==> src/design/lcfp_pkg.sv <==
// Shared types and constants for the length/checksum frame parser.
`default_nettype none

package lcfp_pkg;

   localparam int unsigned BYTE_W = 8;
   localparam int unsigned KIND_W = 2;

   localparam logic [BYTE_W-1:0] START_BYTE_RESET = 8'hAA;

   typedef enum logic [1:0] {
      PH_HUNT = 2'd0,
      PH_LEN  = 2'd1,
      PH_DATA = 2'd2,
      PH_CHK  = 2'd3
   } phase_type;

   typedef enum logic [KIND_W-1:0] {
      KIND_PAYLOAD = 2'd0,
      KIND_GOOD    = 2'd1,
      KIND_BAD     = 2'd2,
      KIND_TRUNC   = 2'd3
   } kind_type;

   typedef struct packed {
      kind_type          kind;
      logic [BYTE_W-1:0] data;
      logic [BYTE_W-1:0] index;
      logic [BYTE_W-1:0] length;
   } result_type;

endpackage

`default_nettype wire

==> src/design/lcfp_channels.sv <==
// Valid/ready channel interfaces for the request, response and control-register words.
`default_nettype none

interface lcfp_req_if;
   logic                          valid;
   logic                          ready;
   logic [lcfp_pkg::BYTE_W-1:0]   rx_byte;
   logic                          buffer_end;

   modport source (output valid, output rx_byte, output buffer_end, input ready);
   modport sink   (input valid, input rx_byte, input buffer_end, output ready);
endinterface

interface lcfp_rsp_if;
   logic                          valid;
   logic                          ready;
   logic [lcfp_pkg::KIND_W-1:0]   result_kind;
   logic [lcfp_pkg::BYTE_W-1:0]   data_byte;
   logic [lcfp_pkg::BYTE_W-1:0]   byte_index;
   logic [lcfp_pkg::BYTE_W-1:0]   frame_length;

   modport source (output valid, output result_kind, output data_byte,
                   output byte_index, output frame_length, input ready);
   modport sink   (input valid, input result_kind, input data_byte,
                   input byte_index, input frame_length, output ready);
endinterface

interface lcfp_csr_if;
   logic                          valid;
   logic                          ready;
   logic [lcfp_pkg::BYTE_W-1:0]   data;

   modport source (output valid, output data, input ready);
   modport sink   (input valid, input data, output ready);
endinterface

`default_nettype wire

==> src/design/length_checksum_frame_parser_core.sv <==
// Top level of the start/length/payload/checksum frame parser.
`default_nettype none

// The parser takes one received byte per word on req_bus and hunts for the
// configured start byte. That byte is followed by a length byte L, then L
// payload bytes, then a checksum byte equal to L plus the payload bytes,
// modulo 256. Each payload byte leaves on rsp_bus as it arrives, tagged with
// its position and the frame length. The checksum byte yields a good or
// mismatch verdict, and a word marked as the buffer end in the middle of a
// frame yields a truncated verdict instead of its normal result. After any
// verdict the parser hunts again. A length of zero is a valid frame. The
// block takes one word per clock cycle unless the receiver holds off a
// waiting result. A word passes through the input register and then the
// result register, with the parsing logic between them. The input register
// advances whenever the result register is empty or is being emptied in the
// same cycle, so a result taken in that cycle does not stop the next word
// from being accepted. The start byte is written through csr_bus, which is
// always ready; it should only be changed while no word is in flight, and a
// change takes effect at the next hunt.
module length_checksum_frame_parser_core (
   input  wire logic       clock,
   input  wire logic       reset,
   lcfp_req_if.sink        req_bus,
   lcfp_rsp_if.source      rsp_bus,
   lcfp_csr_if.sink        csr_bus
);

   localparam int unsigned W = lcfp_pkg::BYTE_W;

   // Configuration register.
   logic [W-1:0]           start_ff;

   // Input register.
   logic                   in_valid_ff;
   logic                   in_valid_in;
   logic [W-1:0]           in_byte_ff;
   logic                   in_last_ff;

   // Parser state.
   lcfp_pkg::phase_type    phase_ff;
   lcfp_pkg::phase_type    phase_in;
   logic [W-1:0]           len_ff;
   logic [W-1:0]           len_in;
   logic [W-1:0]           count_ff;
   logic [W-1:0]           count_in;
   logic [W-1:0]           sum_ff;
   logic [W-1:0]           sum_in;

   // Result register.
   logic                   out_valid_ff;
   logic                   out_valid_in;
   lcfp_pkg::result_type   out_ff;

   // Combinational results of the parsing logic.
   logic                   emit;
   lcfp_pkg::result_type   result;
   logic                   advance;
   logic                   req_take;
   logic                   is_start;
   logic [W-1:0]           count_next;

   // The word in the input register is consumed once the result register
   // can take whatever it produces.
   assign advance  = in_valid_ff && (!out_valid_ff || rsp_bus.ready);
   assign req_bus.ready = !in_valid_ff || advance;
   assign req_take = req_bus.valid && req_bus.ready;

   assign csr_bus.ready = 1'b1;

   assign is_start   = (in_byte_ff == start_ff);
   assign count_next = count_ff + W'(1);

   // Next phase.
   always_comb begin
      phase_in = phase_ff;
      if (advance) begin
         unique case (phase_ff)
            lcfp_pkg::PH_HUNT: begin
               if (is_start && !in_last_ff) begin
                  phase_in = lcfp_pkg::PH_LEN;
               end
            end
            lcfp_pkg::PH_LEN: begin
               if (in_last_ff) begin
                  phase_in = lcfp_pkg::PH_HUNT;
               end else if (in_byte_ff == '0) begin
                  phase_in = lcfp_pkg::PH_CHK;
               end else begin
                  phase_in = lcfp_pkg::PH_DATA;
               end
            end
            lcfp_pkg::PH_DATA: begin
               if (in_last_ff) begin
                  phase_in = lcfp_pkg::PH_HUNT;
               end else if (count_next == len_ff) begin
                  phase_in = lcfp_pkg::PH_CHK;
               end
            end
            lcfp_pkg::PH_CHK: begin
               phase_in = lcfp_pkg::PH_HUNT;
            end
            default: begin
               phase_in = lcfp_pkg::PH_HUNT;
            end
         endcase
      end
   end

   // Result and frame bookkeeping for the word in the input register.
   always_comb begin
      emit          = 1'b0;
      result.kind   = lcfp_pkg::KIND_PAYLOAD;
      result.data   = in_byte_ff;
      result.index  = count_ff;
      result.length = len_ff;
      len_in        = len_ff;
      count_in      = count_ff;
      sum_in        = sum_ff;
      if (advance) begin
         unique case (phase_ff)
            lcfp_pkg::PH_HUNT: begin
               if (is_start && in_last_ff) begin
                  emit          = 1'b1;
                  result.kind   = lcfp_pkg::KIND_TRUNC;
                  result.index  = '0;
                  result.length = '0;
               end
            end
            lcfp_pkg::PH_LEN: begin
               if (in_last_ff) begin
                  emit          = 1'b1;
                  result.kind   = lcfp_pkg::KIND_TRUNC;
                  result.index  = '0;
                  result.length = in_byte_ff;
                  len_in        = '0;
                  count_in      = '0;
                  sum_in        = '0;
               end else begin
                  len_in   = in_byte_ff;
                  count_in = '0;
                  sum_in   = in_byte_ff;
               end
            end
            lcfp_pkg::PH_DATA: begin
               emit = 1'b1;
               if (in_last_ff) begin
                  result.kind = lcfp_pkg::KIND_TRUNC;
                  len_in      = '0;
                  count_in    = '0;
                  sum_in      = '0;
               end else begin
                  count_in = count_next;
                  sum_in   = sum_ff + in_byte_ff;
               end
            end
            lcfp_pkg::PH_CHK: begin
               emit        = 1'b1;
               result.kind = (in_byte_ff == sum_ff) ? lcfp_pkg::KIND_GOOD
                                                    : lcfp_pkg::KIND_BAD;
               len_in      = '0;
               count_in    = '0;
               sum_in      = '0;
            end
            default: begin
               emit = 1'b0;
            end
         endcase
      end
   end

   assign in_valid_in  = req_take ? 1'b1 : (in_valid_ff && !advance);
   assign out_valid_in = advance ? emit : (out_valid_ff && !rsp_bus.ready);

   always_ff @(posedge clock) begin
      if (reset) begin
         start_ff     <= lcfp_pkg::START_BYTE_RESET;
         in_valid_ff  <= 1'b0;
         out_valid_ff <= 1'b0;
         phase_ff     <= lcfp_pkg::PH_HUNT;
         len_ff       <= '0;
         count_ff     <= '0;
         sum_ff       <= '0;
      end else begin
         if (csr_bus.valid && csr_bus.ready) begin
            start_ff <= csr_bus.data;
         end
         in_valid_ff  <= in_valid_in;
         out_valid_ff <= out_valid_in;
         phase_ff     <= phase_in;
         len_ff       <= len_in;
         count_ff     <= count_in;
         sum_ff       <= sum_in;
      end
   end

   // Payload registers load without reset.
   always_ff @(posedge clock) begin
      if (req_take) begin
         in_byte_ff <= req_bus.rx_byte;
         in_last_ff <= req_bus.buffer_end;
      end
      if (advance && emit) begin
         out_ff <= result;
      end
   end

   assign rsp_bus.valid        = out_valid_ff;
   assign rsp_bus.result_kind  = out_ff.kind;
   assign rsp_bus.data_byte    = out_ff.data;
   assign rsp_bus.byte_index   = out_ff.index;
   assign rsp_bus.frame_length = out_ff.length;

   // A frame in its payload phase always has bytes still to come.
   a_data_count_below_length: assert property (@(posedge clock) disable iff (reset)
      (phase_ff == lcfp_pkg::PH_DATA) |-> (len_ff != '0 && count_ff < len_ff))
      else $error("payload phase with no payload bytes left");

   // A word held in the input register is not dropped before it is parsed.
   a_input_held: assert property (@(posedge clock) disable iff (reset)
      (in_valid_ff && !advance) |=> in_valid_ff)
      else $error("input word lost while stalled");

   // Every verdict sends the parser back to hunting.
   a_verdict_resumes_hunt: assert property (@(posedge clock) disable iff (reset)
      (advance && emit && result.kind != lcfp_pkg::KIND_PAYLOAD)
         |=> (phase_ff == lcfp_pkg::PH_HUNT && sum_ff == '0))
      else $error("parser did not return to hunting after a verdict");

   // A new result is only loaded once the previous one has been taken.
   a_no_result_overwrite: assert property (@(posedge clock) disable iff (reset)
      (advance && emit) |-> (!out_valid_ff || rsp_bus.ready))
      else $error("result register overwritten before it was taken");

endmodule

`default_nettype wire

==> src/flat_wrapper.sv <==
// flat-port wrapper written by rule: the top's interface ports become plain ports
module length_checksum_frame_parser_core_flat 
  (clock, reset, req_bus_valid, req_bus_rx_byte, req_bus_buffer_end, req_bus_ready, rsp_bus_valid, rsp_bus_result_kind, rsp_bus_data_byte, rsp_bus_byte_index, rsp_bus_frame_length, rsp_bus_ready, csr_bus_valid, csr_bus_data, csr_bus_ready);
  lcfp_req_if req_bus_i ();
  lcfp_rsp_if rsp_bus_i ();
  lcfp_csr_if csr_bus_i ();
  input  wire logic clock;
  input  wire logic reset;
  input wire logic [$bits(req_bus_i.valid)-1:0] req_bus_valid;
  input wire logic [$bits(req_bus_i.rx_byte)-1:0] req_bus_rx_byte;
  input wire logic [$bits(req_bus_i.buffer_end)-1:0] req_bus_buffer_end;
  output wire logic [$bits(req_bus_i.ready)-1:0] req_bus_ready;
  output wire logic [$bits(rsp_bus_i.valid)-1:0] rsp_bus_valid;
  output wire logic [$bits(rsp_bus_i.result_kind)-1:0] rsp_bus_result_kind;
  output wire logic [$bits(rsp_bus_i.data_byte)-1:0] rsp_bus_data_byte;
  output wire logic [$bits(rsp_bus_i.byte_index)-1:0] rsp_bus_byte_index;
  output wire logic [$bits(rsp_bus_i.frame_length)-1:0] rsp_bus_frame_length;
  input wire logic [$bits(rsp_bus_i.ready)-1:0] rsp_bus_ready;
  input wire logic [$bits(csr_bus_i.valid)-1:0] csr_bus_valid;
  input wire logic [$bits(csr_bus_i.data)-1:0] csr_bus_data;
  output wire logic [$bits(csr_bus_i.ready)-1:0] csr_bus_ready;
  assign req_bus_i.valid = req_bus_valid;
  assign req_bus_i.rx_byte = req_bus_rx_byte;
  assign req_bus_i.buffer_end = req_bus_buffer_end;
  assign req_bus_ready = req_bus_i.ready;
  assign rsp_bus_valid = rsp_bus_i.valid;
  assign rsp_bus_result_kind = rsp_bus_i.result_kind;
  assign rsp_bus_data_byte = rsp_bus_i.data_byte;
  assign rsp_bus_byte_index = rsp_bus_i.byte_index;
  assign rsp_bus_frame_length = rsp_bus_i.frame_length;
  assign rsp_bus_i.ready = rsp_bus_ready;
  assign csr_bus_i.valid = csr_bus_valid;
  assign csr_bus_i.data = csr_bus_data;
  assign csr_bus_ready = csr_bus_i.ready;
  length_checksum_frame_parser_core u_core (.clock(clock), .reset(reset), .req_bus(req_bus_i), .rsp_bus(rsp_bus_i), .csr_bus(csr_bus_i));
endmodule
==> config.mk <==
export PLATFORM = sky130hd
export DESIGN_NAME = length_checksum_frame_parser_core_flat
export DESIGN_NICKNAME = d
export VERILOG_FILES = /design/src/design/lcfp_pkg.sv /design/src/design/lcfp_channels.sv /design/src/design/length_checksum_frame_parser_core.sv /design/src/flat_wrapper.sv
export SDC_FILE = /design/constraint.sdc
export NUM_CORES = 1
export LEC_CHECK = 0
export ABC_AREA = 0
export BUFFER_PORTS_ARGS = -buffer_cell sky130_fd_sc_hd__buf_2
export CAP_MARGIN = 10
export CORE_UTILIZATION = 40
export CTS_CLUSTER_DIAMETER = 60
export DETAILED_ROUTE_END_ITERATION = 8
export GPL_TIMING_DRIVEN = 0
export PLACE_DENSITY_LB_ADDON = 0.1
export SYNTH_ARGS = -nofsm -noshare
export SYNTH_HDL_FRONTEND = slang
export SYNTH_SLANG_ARGS = --single-unit
==> constraint.sdc <==
create_clock -name clock -period 3 [get_ports clock]
set_input_delay 0.15 -clock clock [delete_from_list [all_inputs] [get_ports clock]]
set_output_delay 0.15 -clock clock [all_outputs]
set_load 0.02 [all_outputs]
==> results.cfg <==
[outcome]
status = completed

[clocking]
clockRootBuffer = clkbuf_8
cts_buffers = 9
post_cts.repair.setup_buffers = 0
clk_pin_slew_ns = 0.07
clk_latency_ns = 0.35
cts_htree_levels = 3
cts_buffer_depth = 2
ctsHoldBuffers = 9
cts_repair_resize_count = 0
cts_sinks = 71
cts_tree = done

[synth]
syn_nets = 371
synth-seq-cells = 71
postSynth.asyncResetShare_pct = 0
netlist_area_um2 = 3510
synth_cell_types = 57
synth_edf_count = 35
yosysSeqAreaShare_pct = 50.5
synth_warnings = 0
synthCells = 336
synthFlopType = dfxtp_1
avgSynthCellArea_um2 = 10.4

[floorplanning]
num_rows = 33
dieArea_um2 = 9150
die_w_um = 95.7
design.portCount = 51
start_util_pct = 42.1
coreArea_um2 = 8340
fp.dieH_um = 95.7

[placed_design]
place_area_um2 = 3890
place_ws_ns = 0.434
numPortBuffers = 47
dp.cells = 489
post-dp-hpwl_um = 5740
place.gp.congestion = 0.871

[worst_setup_path]
critPathArrivalTime_ns = 2.88
cp-end-kind = flop
cp-start-kind = flop
worst_path_max_delay_cell = edfxtp_1
critical-path-top-delay-family = compound AO/OA/AOI/OAI gates
r2r_slack_ns = 0.39
path_cells = ha_1 > fa_1 > a21o_1 > a21o_1 > a21oi_1 > mux2_2 > a31o_2 > a21oi_1
cpPeakStageDelay_ns = 0.55
path_max_fanout = 7
path_buf_inv = 0
path_class = flop to flop
required_ns = 3.27

[grt]
grt_overflow_total = 0
antenna_found_initial = 0
grtUsageTotal_pct = 20.1
grt_pass1_vias = 2566
grt_pass1_wl_um = 13400
grt_max_degree = 21

[sta]
fin_crit_ns = 2.61
rsz0062_at_grt = no
fin_ws_ns = 0.390
clock_skew_ns = 0.0102
setup_violations = 0
whs_ns = 0.0260
worstMarginPinSlew_ns = 0.976
maxSlewViolCount = 0
finalHoldViolCount = 0
relSlewSlack_pct = 34.3
period_share_pct = 87.0
fmax_ghz = 0.383

[final_layout]
fin_util_pct = 49.8
drive_gt1_share_pct = 22.3
n_fill_cell = 807
final_nets = 439
antennaDiodeCount = 0
syn_to_final_growth_pct = 18.5
fin_cells = 513
fin_area_um2 = 4160

[route]
postRouteAntennaNets = 0
wire_per_inst_um = 16.4
drt_wl_total_um = 8420
dr_total_vias = 2761
viasPerCell = 5.38
first_iter_violations = 125
remaining_drc_errors = 0
firstDrtPassIters = 4

[pwr]
ir_drop_mv = 0.254
power_density_nw_per_um2 = 446
p_leak_nw = 1.62

[job]
maxCapViolations = 0

[min_path]
hold_path.class = primary input to flop
==> tightest hold or removal path, cell delays in order <==
cell,delay (ns)
buf_2,0.09
a21oi_1,0.03
nor2_1,0.07
==> cell type report <==
cell class | instances | area (µm²) | share of cell area, %
plain buffers | 22 | 111 | 2.68
well taps | 105 | 131 | 3.16
clock inverters | 3 | 37.5 | 0.903
inverters | 7 | 26.3 | 0.632
flip-flops and latches | 71 | 1770 | 42.6
multi-input cells | 236 | 1600 | 38.6
clock buffers | 12 | 135 | 3.25
repair buffers | 57 | 340 | 8.19
==> Yosys cell counts, drive strengths merged (9+ instances only) <==
cell / instances / area, µm²
a21oi: 23 / 115
and2: 13 / 91.3
buf: 9 / 61.3
clkbuf: 13 / 50.0
dfxtp: 36 / 721
edfxtp: 35 / 1050
ha: 12 / 150
nand2: 16 / 60.1
nand3: 14 / 75.1
nor2: 25 / 93.8
nor3: 14 / 70.1
o21ai: 20 / 100
xor2: 16 / 140
==> metrics by stage <==
step	TNS [ns]	total power [mW]
after floorplan	0	1.11
after global placement	-10.08	1.15
after detailed placement	0	1.15
after CTS	0	1.86
after global routing	0	1.92
final	0	1.85
==> report_power, final <==
| group | internal, mW | switching [mW] | total [mW] |
|---|---|---|---|
| logic | 0.0410 | 0.0468 | 0.0878 |
| registers | 1.03 | 0.0226 | 1.05 |
| clock network | 0.376 | 0.341 | 0.717 |
==> state kept, by name, indices dropped and copies added (netlist names), 2 cells and up <==
| register | count |
|---|---|
| u_core.count_ff | 8 |
| u_core.in_byte_ff | 8 |
| u_core.len_ff | 8 |
| u_core.rsp_bus.byte_index | 8 |
| u_core.rsp_bus.data_byte | 8 |
| u_core.rsp_bus.frame_length | 8 |
| u_core.start_ff | 8 |
| u_core.sum_ff | 8 |
| u_core.phase_ff | 2 |
| u_core.rsp_bus.result_kind | 2 |
==> per-layer routing <==
metal,global-route usage [%],up-vias,wire (µm),share of wire [%]
met2,32.0,69,4000,47
met3,3.59,15,336,4.0
met1,26.2,1301,3870,46
met5,0,-,0,0
li1,-,1376,-,-
met4,9.58,0,223,2.6
==> kinds of logic after synthesis <==
group / share of synthesized area, %
and+or+nand+nor: 16.5
DFF: 50.5
other: 0.107
muxes: 2.92
buffers and inverters: 3.92
adders and majority gates: 4.85
xor gates and xnor gates: 4.99
AOI/OAI and AO/OA: 16.2
==> cell usage in the layout (no fill, tap or decap), types with 5 or more instances in the layout <==
cell type and n:
edfxtp_1 35, a21o_1 5, xor2_1 16, and2_2 8, clkbuf_8 9, nor2_1 25
a221oi_1 7, o21ai_0 19, dlygate4sd3_1 9, dfxtp_1 36, nor4_1 7, nor3_1 14
mux2i_1 8, ha_1 12, a21oi_1 23, nand3_1 13, inv_1 7, a22o_2 8
nand2_1 16, and2_1 5, clkbuf_1 15, buf_2 51
==> path summary, 6_finish.rpt <==
path              cells after the start                           to                 start
setup / recovery                      8             u_core.sum_ff[6]  u_core.in_byte_ff[0]
hold / removal                        3           u_core.in_valid_ff         req_bus_valid
setup reg to reg                      8             u_core.sum_ff[6]  u_core.in_byte_ff[0]
hold reg to reg                       0  u_core.rsp_bus.data_byte[7]  u_core.in_byte_ff[7]
Power figures use the tool's default switching activity.
